`config.mk`:
```
export PLATFORM = sky130hd
export DESIGN_NAME = bnw_ctrl
export DESIGN_NICKNAME = d
export VERILOG_FILES = /design/src/rtl/core/blast_neighborhood_words_assert.svh /design/src/rtl/core/bnw_pkg.sv /design/src/rtl/core/bnw_ctrl.sv
export SDC_FILE = /design/constraint.sdc
export NUM_CORES = 1
export LEC_CHECK = 0
export ABC_AREA = 1
export BUFFER_PORTS_ARGS = -buffer_cell sky130_fd_sc_hd__buf_2
export CORE_AREA = 2 2 39 41
export CTS_CLUSTER_DIAMETER = 100
export DETAILED_ROUTE_END_ITERATION = 10
export DIE_AREA = 0 0 41 43
export GPL_TIMING_DRIVEN = 0
export PLACE_DENSITY = 0.55
export SYNTH_ARGS = -nofsm -noshare
export SYNTH_HDL_FRONTEND = slang
export SYNTH_SLANG_ARGS = --single-unit
```
`constraint.sdc`:
```
create_clock -name clk -period 1.5 [get_ports clk]
set_clock_uncertainty 0.1 [all_clocks]
set_input_delay 0.15 -clock clk [delete_from_list [all_inputs] [get_ports clk]]
set_output_delay 0.15 -clock clk [all_outputs]
set_load 0.03 [all_outputs]
```
`src/rtl/core/blast_neighborhood_words_assert.svh`:
```
// Assertion macros shared by the neighborhood word generator.
`ifndef BLAST_NEIGHBORHOOD_WORDS_ASSERT_SVH
`define BLAST_NEIGHBORHOOD_WORDS_ASSERT_SVH

// Same-cycle implication, checked outside reset.
`define BNW_ASSERT_SAME(lbl, ante, cons, msg) \
  lbl: assert property (@(posedge clk) disable iff (!rst_n) (ante) |-> (cons)) else $error(msg);

// Next-cycle implication, checked outside reset.
`define BNW_ASSERT_NEXT(lbl, ante, cons, msg) \
  lbl: assert property (@(posedge clk) disable iff (!rst_n) (ante) |=> (cons)) else $error(msg);

`endif

```
`src/rtl/core/bnw_pkg.sv`:
```
// Shared types and constants of the neighborhood word generator.
package bnw_pkg;

  localparam int ALPHABET_MAX_DEF = 32;
  localparam int MAX_WORD_DEF     = 4;
  localparam int POS_BITS_DEF     = 16;
  localparam int SCORE_BITS_DEF   = 8;

  localparam int THR_W      = 10;
  localparam int ALPHA_W    = 6;
  localparam int QLEN_W     = 3;
  localparam int CODE_W     = 20;
  localparam int SYM_W      = 5;
  localparam int MSCORE_W   = 8;
  localparam int CFG_IDX_W  = 2;
  localparam int CFG_DATA_W = 10;

  localparam logic [THR_W-1:0]   THR_RST   = 10'd11;
  localparam logic [ALPHA_W-1:0] ALPHA_RST = 6'd20;
  localparam logic [QLEN_W-1:0]  QLEN_RST  = 3'd3;

  localparam logic [CFG_IDX_W-1:0] REG_THRESHOLD = 2'd0;
  localparam logic [CFG_IDX_W-1:0] REG_ALPHABET  = 2'd1;
  localparam logic [CFG_IDX_W-1:0] REG_WORD_LEN  = 2'd2;

  typedef enum logic [1:0] {
    OP_LOAD  = 2'd0,
    OP_START = 2'd1,
    OP_PUSH  = 2'd2,
    OP_PULL  = 2'd3
  } op_t;

  typedef enum logic [2:0] {
    ST_IDLE,
    ST_DECODE,
    ST_SCAN_RD,
    ST_SCAN_CMP,
    ST_WALK,
    ST_WALK_ADD,
    ST_CODE,
    ST_RESULT
  } state_t;

  typedef struct packed {
    logic capture;
    logic execute;
    logic scan_rd;
    logic scan_cmp;
    logic walk_step;
    logic walk_add;
    logic code_step;
    logic result;
  } cmd_t;

  typedef struct packed {
    op_t  op;
    logic push_walk;
    logic walk_active;
    logic scan_done;
    logic walk_found;
    logic walk_exhausted;
    logic walk_read;
    logic code_last;
    logic out_free;
  } status_t;

endpackage

```
`src/rtl/core/bnw_ctrl.sv`:
```
// Sequencer that steps each request through decode, table scan, walk and code build.
module bnw_ctrl (
  input  logic             clk,
  input  logic             rst_n,
  input  logic             in_valid,
  output logic             in_ready,
  output bnw_pkg::cmd_t    cmd,
  input  bnw_pkg::status_t sts
);

  bnw_pkg::state_t st_r, st_nxt;

  always_ff @(posedge clk) begin
    if (!rst_n) begin
      st_r <= bnw_pkg::ST_IDLE;
    end else begin
      st_r <= st_nxt;
    end
  end

  always_comb begin
    st_nxt = st_r;
    unique case (st_r)
      bnw_pkg::ST_IDLE: begin
        if (in_valid) st_nxt = bnw_pkg::ST_DECODE;
      end
      bnw_pkg::ST_DECODE: begin
        if (sts.op == bnw_pkg::OP_PUSH && sts.push_walk) begin
          st_nxt = bnw_pkg::ST_SCAN_RD;
        end else if (sts.op == bnw_pkg::OP_PULL && sts.walk_active) begin
          st_nxt = bnw_pkg::ST_WALK;
        end else begin
          st_nxt = bnw_pkg::ST_RESULT;
        end
      end
      bnw_pkg::ST_SCAN_RD:  st_nxt = bnw_pkg::ST_SCAN_CMP;
      bnw_pkg::ST_SCAN_CMP: st_nxt = sts.scan_done ? bnw_pkg::ST_RESULT : bnw_pkg::ST_SCAN_RD;
      bnw_pkg::ST_WALK: begin
        if (sts.walk_found) begin
          st_nxt = bnw_pkg::ST_CODE;
        end else if (sts.walk_exhausted) begin
          st_nxt = bnw_pkg::ST_RESULT;
        end else if (sts.walk_read) begin
          st_nxt = bnw_pkg::ST_WALK_ADD;
        end
      end
      bnw_pkg::ST_WALK_ADD: st_nxt = bnw_pkg::ST_WALK;
      bnw_pkg::ST_CODE: begin
        if (sts.code_last) st_nxt = bnw_pkg::ST_RESULT;
      end
      bnw_pkg::ST_RESULT: begin
        if (sts.out_free) st_nxt = bnw_pkg::ST_IDLE;
      end
      default: st_nxt = bnw_pkg::ST_IDLE;
    endcase
  end

  always_comb begin
    cmd      = '0;
    in_ready = 1'b0;
    unique case (st_r)
      bnw_pkg::ST_IDLE: begin
        in_ready    = 1'b1;
        cmd.capture = in_valid;
      end
      bnw_pkg::ST_DECODE:   cmd.execute   = 1'b1;
      bnw_pkg::ST_SCAN_RD:  cmd.scan_rd   = 1'b1;
      bnw_pkg::ST_SCAN_CMP: cmd.scan_cmp  = 1'b1;
      bnw_pkg::ST_WALK:     cmd.walk_step = 1'b1;
      bnw_pkg::ST_WALK_ADD: cmd.walk_add  = 1'b1;
      bnw_pkg::ST_CODE:     cmd.code_step = 1'b1;
      bnw_pkg::ST_RESULT:   cmd.result    = sts.out_free;
      default: cmd = '0;
    endcase
  end

endmodule

```
==> run_results.csv, run 1 <==
group,metric,value,unit
floorplanning,ios,22,
placement,place_congestion,0.741,
min_path,min_path_cells,3,
yosys,synth_fp_nets,71,
floorplanning,row_count,14,
yosys,netlist_top_cells_count,"inv_1 (8), nand3_1 (8), nand2_1 (7), nor2_1 (7), nor2_2 (5)",
outcome,status,"completed",
cells_and_area,largest_reg_flops,3,
power_and_ir_drop,power_frac_seq,17.6,%
route,vias,431,
floorplanning,dieArea,0.00176,mm^2
min_path,hold_start,"rst_n",
grt,grt_overflow,0,
clocking,post-cts-setup-buffers,0,
yosys,synth.top_cell.area_share,16.5,%
clocking,cts_tree,"built",
route,routedWlPerCell,8.19,um
worst_setup_path,crit_path_end_kind,"primary output",
worst_setup_path,crit_required,1250,ps
grt,grt_pass1_wl,1320,um
yosys,syn_avg_cell_area,6.28,um^2
yosys,synth_area_leaders,"dfxtp_1 (16%), nand3_1 (11%), nor2_4 (9.3%)",
clocking,clock_sinks,3,
yosys,seq_area_frac_synth,16.5,%
worst_setup_path,r2r_cells,8,
power_and_ir_drop,power_density,1870,mW/mm^2
power_and_ir_drop,p_comb_share,68.3,%
worst_setup_path,worst-path-stages,4,
power_and_ir_drop,ir_drop,0.718,mV
sta,tightest_slew,189,ps
yosys,synth-async-reset-ratio,0,%
cells_and_area,multi_input_area,255,um^2
clocking,cts_hold_buf,0,
worst_setup_path,arrival,1120,ps
sta,timing.final.crit_period,1370,ps
worst_setup_path,path_class,"register to primary output",
power_and_ir_drop,cell_internal_pwr,0.000440,W
sta,grt_setup_unrepaired,"false",
sta,finalSetupTns,0,ps
cells_and_area,fillers,158,
worst_setup_path,r2r-start,"st_r[1]$_SDFFE_PN0P_",
floorplanning,start_util,26.3,%
route,drt.antenna.violating_nets,0,
sta,period_share,91.1,%
worst_setup_path,crit_path_top_delay_cell,"dfxtp_2",
grt,grt_pass1_vias,345,
clocking,root_buffer,"clkbuf_4",
route,via_per_inst,4.35,
worst_setup_path,crit_family,"flip-flops",
cells_and_area,top_regs,"st_r: 3 flops",
yosys,synth_edf_count,0,
cells_and_area,top_register,"st_r",
cells_and_area,regArea,62.6,um^2
route,drc_errors,0,
grt,grt_max_degree,11,
sta,finalHoldViolations,0,
worst_setup_path,path_cells,"nor2_2, nand2_2, nor2_1, buf_2",
yosys,netlist-cell-type-count,18,
power_and_ir_drop,switching_share,54.6,%
clocking,clk_pin_slew,30,ps
power_and_ir_drop,p_clk_share,14.1,%
floorplanning,die_x,41,um
clocking,cts_buffer_depth,2,
placement,port_buffers,21,
yosys,synthesis.area,364,um^2
worst_setup_path,slowest_delay,350,ps
job,max_cap_violations,0,
power_and_ir_drop,power.switching,0.000530,W
sta,slew_violations,0,
floorplanning,dieHeight,43,um
worst_setup_path,path_buf_inv,1,
clocking,cts_made_buffers,3,
yosys,netlist_instances,58,
sta,setup-violations-final,0,
yosys,synth_top_area_cell,"dfxtp_1",
sta,clock.fmax,732,MHz
min_path,min_path_type,"input port to register",
cells_and_area,n_antenna_cell,0,
route,drt_iter0_drc,4,
clocking,htreeDepth,1,
cells_and_area,synthToLayoutAreaGrowth,42.3,%
cells_and_area,nets,97,
clocking,insertion_delay,230,ps
route,drt_pass1_iterations,2,
cells_and_area,final_cells,99,
placement,placed_cells,95,
worst_setup_path,critPathLaunch,"st_r[1]$_SDFFE_PN0P_",
cells_and_area,final_layout_size_suffix_gt1_share,51.8,%
clocking,cts_resized,0,
yosys,synth_seq_cells,3,
placement,dp_hpwl,690,um
yosys,yosysWarnings,0,
grt,grt_usage,11.0,%
worst_setup_path,critPathMaxFanout,6,
sta,slew_headroom,87.4,%
route,wl,811,um
worst_setup_path,setup.worst_path.start_class,"register",
grt,antenna_found_initial,0,
yosys,synth_ff_type,"dfxtp_1",
power_and_ir_drop,p_leak,0.286,nW
floorplanning,core,0.00138,mm^2
[tightest hold or removal path, delay by kind of cell]
kind,cells,cell delay [ps]
buffers and inverters,1,100
and+or+nand+nor,2,100
[area by class of cell]
type | instances | share of cell area (%)
clock buffer | 4 | 5.07
sequential | 3 | 12.1
buffer | 1 | 2.17
inverter | 10 | 7.25
multi-input combinational | 44 | 49.3
tap | 16 | 3.86
timing repair buffer | 21 | 20.3
[cell usage in the layout, fill, tap and decap left out]
master	count
dfxtp_1	1
clkbuf_4	3
nor2_4	3
buf_6	1
nand4_1	1
inv_2	2
nor2_2	5
dfxtp_2	2
inv_1	8
nand3b_1	2
a21boi_1	1
nor2_1	7
nand3_2	1
clkbuf_1	1
a21oi_2	1
nand2_4	1
buf_2	21
nand2_1	7
nand3_1	8
nor3_1	2
nand2_2	3
o21ai_0	2
[cell families (layout without fill, tap and decap cells)]
group | Yosys count | after routing | share of synthesized area [%]
AO/OA/AOI/OAI | 4 | 4 | 7.22
buffers and inverters | 11 | 36 | 13.4
flip-flops | 3 | 3 | 16.5
AND/OR/NAND/NOR | 40 | 40 | 62.9
[path summary, 6_finish.rpt]
path	endpoint	slack, ps
setup / recovery	cmd[7]	130
hold / removal	st_r[0]$_SDFFE_PN0P_	60
setup reg to reg	st_r[0]$_SDFFE_PN0P_	250
hold reg to reg	st_r[2]$_SDFFE_PN0P_	500
[through the flow]
stage | instance area, um^2 | total power (W) | hold slack (ps) | utilization, % | worst slack, ps
floorplan | 364 | 0.000686 | 185 | - | 64.9
detailed placement | 489 | 0.000835 | 297 | 35.4 | 204
finish | 518 | 0.000970 | 61.3 | 37.4 | 134
CTS | 515 | 0.000982 | 55.0 | 37.3 | 43.5
global placement | 489 | 0.000836 | 291 | 35.4 | 205
global route | 518 | 0.00108 | 62.5 | 37.4 | 24.3
[power by group through the flow]
stage	Clock, W	Sequential (W)	Combinational [W]
detailed placement	0	0.000166	0.000669
CTS	0.000147	0.000165	0.000671
global placement	0	0.000168	0.000668
finish	0.000137	0.000171	0.000662
global route	0.000157	0.000176	0.000742
floorplan	0	0.000154	0.000532
[routing by layer]
| metal | GRT usage, % | wire length, um |
|---|---|---|
| met4 | 6.00 | 0 |
| met3 | 3.14 | 54 |
| met2 | 15.0 | 384 |
| met1 | 15.1 | 371 |
| met5 | 0 | 0 |
No activity file was read; power rests on OpenSTA's default activity.
==> run 2: changes to the inputs <==
--- a/config.mk
+++ b/config.mk
@@ -7,11 +7,12 @@
 export LEC_CHECK = 0
 export ABC_AREA = 1
 export BUFFER_PORTS_ARGS = -buffer_cell sky130_fd_sc_hd__buf_2
-export CORE_AREA = 2 2 39 41
+export CORE_AREA = 8 8 45 47
 export CTS_CLUSTER_DIAMETER = 100
 export DETAILED_ROUTE_END_ITERATION = 10
-export DIE_AREA = 0 0 41 43
+export DIE_AREA = 0 0 53 55
 export GPL_TIMING_DRIVEN = 0
+export MAX_ROUTING_LAYER = met4
 export PLACE_DENSITY = 0.55
 export SYNTH_ARGS = -nofsm -noshare
 export SYNTH_HDL_FRONTEND = slang
==> run 2 against run 1 <==
Critical path depth decreased by 1; total power rose by 0.54%; via count fell by 2.1%; worst setup slack got worse by 68 ps; non-clock buffer count is the same; worst hold slack worse by 1.2 ps; fmax shrank 4.7%; sequential share of layout area shrank 0.21 points; die area increased by 65%; design area decreased by 0.24%; largest cell class unchanged; largest power group unchanged.
==> run_results.csv, run 2 (synthesized netlist as in run 1, its figures left out) <==
group,metric,value,unit
sta,setup-violations-final,0,
floorplanning,dieHeight,55,um
worst_setup_path,setup.worst_path.start_class,"register",
floorplanning,die_x,53,um
floorplanning,ios,22,
cells_and_area,n_antenna_cell,0,
grt,grt_pass1_vias,416,
power_and_ir_drop,cell_internal_pwr,0.000438,W
grt,grt_pass1_wl,1600,um
cells_and_area,top_register,"st_r",
route,wl,949,um
cells_and_area,largest_reg_flops,3,
power_and_ir_drop,power_density,1890,mW/mm^2
route,drc_errors,0,
worst_setup_path,timing.reg2reg.setup_slack,220,ps
sta,clock.fmax,697,MHz
power_and_ir_drop,power_frac_seq,17.0,%
floorplanning,start_util,26.3,%
min_path,min_path_type,"input port to register",
clocking,insertion_delay,230,ps
cells_and_area,finish.instance_area,517,um^2
job,max_cap_violations,0,
route,drt.antenna.violating_nets,0,
placement,port_buffers,21,
floorplanning,core,0.00138,mm^2
power_and_ir_drop,p_clk_share,14.5,%
clocking,clock_sinks,3,
power_and_ir_drop,p_leak,0.285,nW
power_and_ir_drop,switching_share,55.1,%
cells_and_area,final_layout_size_suffix_gt1_share,50.6,%
power_and_ir_drop,power.switching,0.000537,W
placement,place_congestion,0.756,
cells_and_area,utilization,37.3,%
clocking,root_buffer,"clkbuf_4",
sta,timing.final.crit_period,1430,ps
sta,slew_violations,0,
cells_and_area,top_regs,"st_r: 3 flops",
power_and_ir_drop,p_comb_share,68.5,%
worst_setup_path,arrival,1180,ps
cells_and_area,layout_common_cells,"buf_2 (21), inv_1 (8), nand3_1 (8), nand2_1 (7), nor2_1 (7)",
route,via_per_inst,4.26,
clocking,cts_tree,"built",
sta,finalHoldViolations,0,
clocking,cts_made_buffers,3,
sta,finalSetupTns,0,ps
clocking,post-cts-setup-buffers,0,
cells_and_area,fillers,164,
placement,dp_hpwl,805,um
worst_setup_path,path_class,"register to primary output",
cells_and_area,final_common_cell,"buf_2",
cells_and_area,nets,97,
clocking,cts_hold_buf,0,
sta,fin_ws,66.3,ps
sta,tightest_slew,246,ps
clocking,cts_buffer_depth,2,
route,drt_pass1_iterations,4,
worst_setup_path,crit_required,1250,ps
grt,antenna_found_initial,0,
cells_and_area,synthToLayoutAreaGrowth,41.9,%
placement,placed_cells,95,
grt,grt_overflow,0,
worst_setup_path,critPathMaxFanout,6,
sta,period_share,95.6,%
placement,dp_slack,224,ps
floorplanning,row_count,14,
worst_setup_path,crit_path_end_kind,"primary output",
route,vias,422,
route,drt_iter0_drc,4,
grt,grt_usage,7.42,%
floorplanning,dieArea,0.00292,mm^2
sta,grt_setup_unrepaired,"false",
sta,slew_headroom,83.6,%
route,routedWlPerCell,9.59,um
grt,grt_max_degree,11,
outcome,status,"completed",
placement,placed_area,489,um^2
power_and_ir_drop,ir_drop,0.606,mV
clocking,clk_pin_slew,40,ps
cells_and_area,final_cells,99,
clocking,htreeDepth,1,
==> run 2: cell count changes in the layout (fill, tap and decap cells not counted) <==
cell     delta
dfxtp_1     +1
dfxtp_2     -1
==> run 2: final cells by class <==
class                           instances  area [um^2]  share of cell area (%)
Multi-Input combinational cell         44          255                    49.4
Timing Repair Buffer                   21          105                    20.3
Sequential cell                         3         61.3                    11.9
Inverter                               10         37.5                    7.26
Clock buffer                            4         26.3                    5.08
Tap cell                               16         20.0                    3.87
Buffer                                  1         11.3                    2.18
==> run 2: final timing paths <==
path | start | cells past startpoint | to
max | st_r[1]$_SDFFE_PN0P_ | 3 | cmd[4]
min | rst_n | 3 | st_r[0]$_SDFFE_PN0P_
max reg2reg | st_r[1]$_SDFFE_PN0P_ | 6 | st_r[1]$_SDFFE_PN0P_
min reg2reg | st_r[2]$_SDFFE_PN0P_ | 3 | st_r[2]$_SDFFE_PN0P_
==> run 2: timing repair <==
action,CTS,global route
endpoints found under the hold margin,0,0
endpoints found under the setup margin,0,1
gates resized for setup,0,1
==> run 2: critical path, stage by stage, from the launching register on <==
cell	delay, ps
dfxtp_1	440
inv_2	90
nor3_1	190
buf_2	230
==> run 2: through the flow <==
| stage | hold slack, ps | total power (W) |
|---|---|---|
| after CTS | 58.9 | 0.000990 |
| after global routing | 53.9 | 0.00108 |
| after detailed placement | 308 | 0.000836 |
| final | 60.1 | 0.000975 |
| after floorplan | 185 | 0.000686 |
| after global placement | 292 | 0.000840 |
==> run 2: power by group through the flow <==
stage	clock network (W)	logic, W	registers (W)
2_1_floorplan	0	0.000532	0.000154
3_3_place_gp	0	0.000673	0.000167
3_5_place_dp	0	0.000673	0.000164
4_1_cts	0.000152	0.000676	0.000162
5_1_grt	0.000159	0.000744	0.000174
6_report	0.000142	0.000668	0.000166
==> run 2: layer usage <==
metal / GRT usage (%) / vias to the layer above / routed length, um
li1: - / 233 / -
met1: 7.26 / 178 / 362
met2: 12.1 / 11 / 472
met3: 2.67 / 0 / 113
met4: 5.17 / 0 / 0
met5: - / - / 0
==> run 3: changes to the inputs <==
--- a/config.mk
+++ b/config.mk
@@ -7,13 +7,16 @@
 export LEC_CHECK = 0
 export ABC_AREA = 1
 export BUFFER_PORTS_ARGS = -buffer_cell sky130_fd_sc_hd__buf_2
-export CORE_AREA = 8 8 45 47
+export CELL_PAD_IN_SITES_DETAIL_PLACEMENT = 0
+export CELL_PAD_IN_SITES_GLOBAL_PLACEMENT = 1
+export CORE_MARGIN = 8
+export CORE_UTILIZATION = 25
 export CTS_CLUSTER_DIAMETER = 100
 export DETAILED_ROUTE_END_ITERATION = 10
-export DIE_AREA = 0 0 53 55
 export GPL_TIMING_DRIVEN = 0
+export HOLD_SLACK_MARGIN = 0.1
 export MAX_ROUTING_LAYER = met4
-export PLACE_DENSITY = 0.55
+export PLACE_DENSITY = 0.73
 export SYNTH_ARGS = -nofsm -noshare
 export SYNTH_HDL_FRONTEND = slang
 export SYNTH_SLANG_ARGS = --single-unit
==> run 3 against run 2 <==
Worst setup slack improved by 30 ps; register-to-register slack about the same; critical path depth unchanged; largest cell class unchanged; global-route usage about the same; utilization increased by 2.1 points; worst hold slack improved by 230 ps.
==> run_results.csv, run 3 (synthesized netlist as in run 1, its figures left out) <==
group,metric,value,unit
worst_setup_path,arrival,1150,ps
floorplanning,die_x,54.2,um
power_and_ir_drop,power.switching,0.000539,W
placement,port_buffers,21,
route,drt_pass1_iterations,3,
floorplanning,core,0.00133,mm^2
cells_and_area,nets,98,
route,routedWlPerCell,10.3,um
cells_and_area,top_regs,"st_r: 3 flops",
worst_setup_path,path_class,"register to primary output",
power_and_ir_drop,power_density,1860,mW/mm^2
placement,place_congestion,0.716,
route,drt.antenna.violating_nets,0,
sta,timing.final.crit_period,1400,ps
grt,grt_usage,7.46,%
route,wl,1020,um
cells_and_area,layout_common_cells,"buf_2 (21), inv_1 (8), nand3_1 (8), nand2_1 (7), nor2_1 (7)",
sta,slew_headroom,83.8,%
cells_and_area,finish.instance_area,526,um^2
cells_and_area,final_common_cell,"buf_2",
grt,grt_max_degree,11,
route,via_per_inst,4.45,
sta,grt_setup_unrepaired,"false",
worst_setup_path,crit_path_end_kind,"primary output",
cells_and_area,largest_reg_flops,3,
clocking,cts_made_buffers,3,
sta,finalHoldViolations,0,
floorplanning,start_util,27.3,%
sta,finalSetupTns,0,ps
clocking,insertion_delay,230,ps
worst_setup_path,slowest_delay,440,ps
sta,slew_violations,0,
grt,antenna_found_initial,0,
clocking,post-cts-setup-buffers,0,
cells_and_area,n_antenna_cell,0,
clocking,cts_tree,"built",
worst_setup_path,setup.worst_path.start_class,"register",
power_and_ir_drop,power_frac_seq,17.0,%
worst_setup_path,critPathMaxFanout,6,
worst_setup_path,crit_required,1250,ps
grt,grt_pass1_vias,441,
power_and_ir_drop,ir_drop,0.673,mV
cells_and_area,synthToLayoutAreaGrowth,44.3,%
clocking,cts_buffer_depth,2,
floorplanning,dieHeight,54.2,um
outcome,status,"completed",
placement,placed_area,488,um^2
power_and_ir_drop,p_clk_share,14.3,%
floorplanning,ios,22,
sta,fin_hold_ws,291,ps
floorplanning,row_count,13,
power_and_ir_drop,p_comb_share,68.7,%
grt,grt_overflow,0,
job,max_cap_violations,0,
clocking,htreeDepth,1,
cells_and_area,top_register,"st_r",
route,drc_errors,0,
clocking,root_buffer,"clkbuf_4",
power_and_ir_drop,switching_share,55.1,%
min_path,min_path_cells,6,
sta,clock.fmax,712,MHz
sta,period_share,93.6,%
min_path,min_path_type,"input port to register",
clocking,clk_pin_slew,40,ps
worst_setup_path,crit_path_top_delay_cell,"dfxtp_1",
worst_setup_path,r2r_cells,8,
route,drt_iter0_drc,4,
power_and_ir_drop,cell_internal_pwr,0.000439,W
grt,grt_pass1_wl,1660,um
power_and_ir_drop,p_leak,0.290,nW
power_and_ir_drop,power.total,0.000978,W
cells_and_area,final_layout_size_suffix_gt1_share,50.0,%
clocking,clock_sinks,3,
floorplanning,dieArea,0.00293,mm^2
sta,tightest_slew,242,ps
placement,dp_hpwl,866,um
sta,setup-violations-final,0,
cells_and_area,fillers,162,
route,vias,441,
worst_setup_path,path_cells,"inv_2, nor3_1, buf_2",
## run 3: cell types whose count changed in the layout (fill, tap and decap cells not counted)
cell,previous run,this run
dlygate4sd3_1,0,1
## run 3: layout make-up
type / instances / area, um^2 / area share [%]
Timing Repair Buffer: 22 / 115 / 21.9
Clock buffer: 4 / 26.3 / 5.00
Multi-Input combinational cell: 44 / 255 / 48.6
Inverter: 10 / 37.5 / 7.14
Sequential cell: 3 / 61.3 / 11.7
Buffer: 1 / 11.3 / 2.14
Tap cell: 15 / 18.8 / 3.57
## run 3: through the flow
step	std cells	utilization, %	worst slack [ps]
floorplan	58	-	64.9
global placement	94	36.6	200
detailed placement	94	36.6	189
CTS	99	39.3	81.9
global route	99	39.4	6.88
finish	99	39.4	96.0
## run 3: worst paths after layout
kind	to	slack, ps	start
max	cmd[4]	100	st_r[1]$_SDFFE_PN0P_
max reg2reg	st_r[0]$_SDFFE_PN0P_	220	st_r[1]$_SDFFE_PN0P_
min reg2reg	st_r[2]$_SDFFE_PN0P_	520	st_r[2]$_SDFFE_PN0P_
min	st_r[2]$_SDFFE_PN0P_	290	sts[1]
## run 3: routing by layer
metal	vias up	track usage, %	share of wire, %
met5	-	-	0
met4	0	2.46	0
met3	0	1.65	7.9
met2	15	12.6	47
met1	190	8.44	45
li1	236	-	-
## run 3: critical path: cells and delay by family, from the launching register on
kind	cells	cell delay [ps]
buffers and inverters	2	320
flip-flops	1	440
AND/OR/NAND/NOR	1	160
## run 3: power by group through the flow
stage,clock network (W),logic (W),registers (W)
2_1_floorplan,0,0.000532,0.000154
3_3_place_gp,0,0.000677,0.000165
3_5_place_dp,0,0.000680,0.000164
4_1_cts,0.000142,0.000684,0.000164
5_1_grt,0.000157,0.000745,0.000171
6_report,0.000140,0.000672,0.000166
## run 3: what timing repair did
item / 4_1_cts / 5_1_grt
endpoints found under the setup margin: 0 / 2
endpoints found under the hold margin: 2 / 0
hold buffers: 1 / 0
resized for setup: 0 / 1
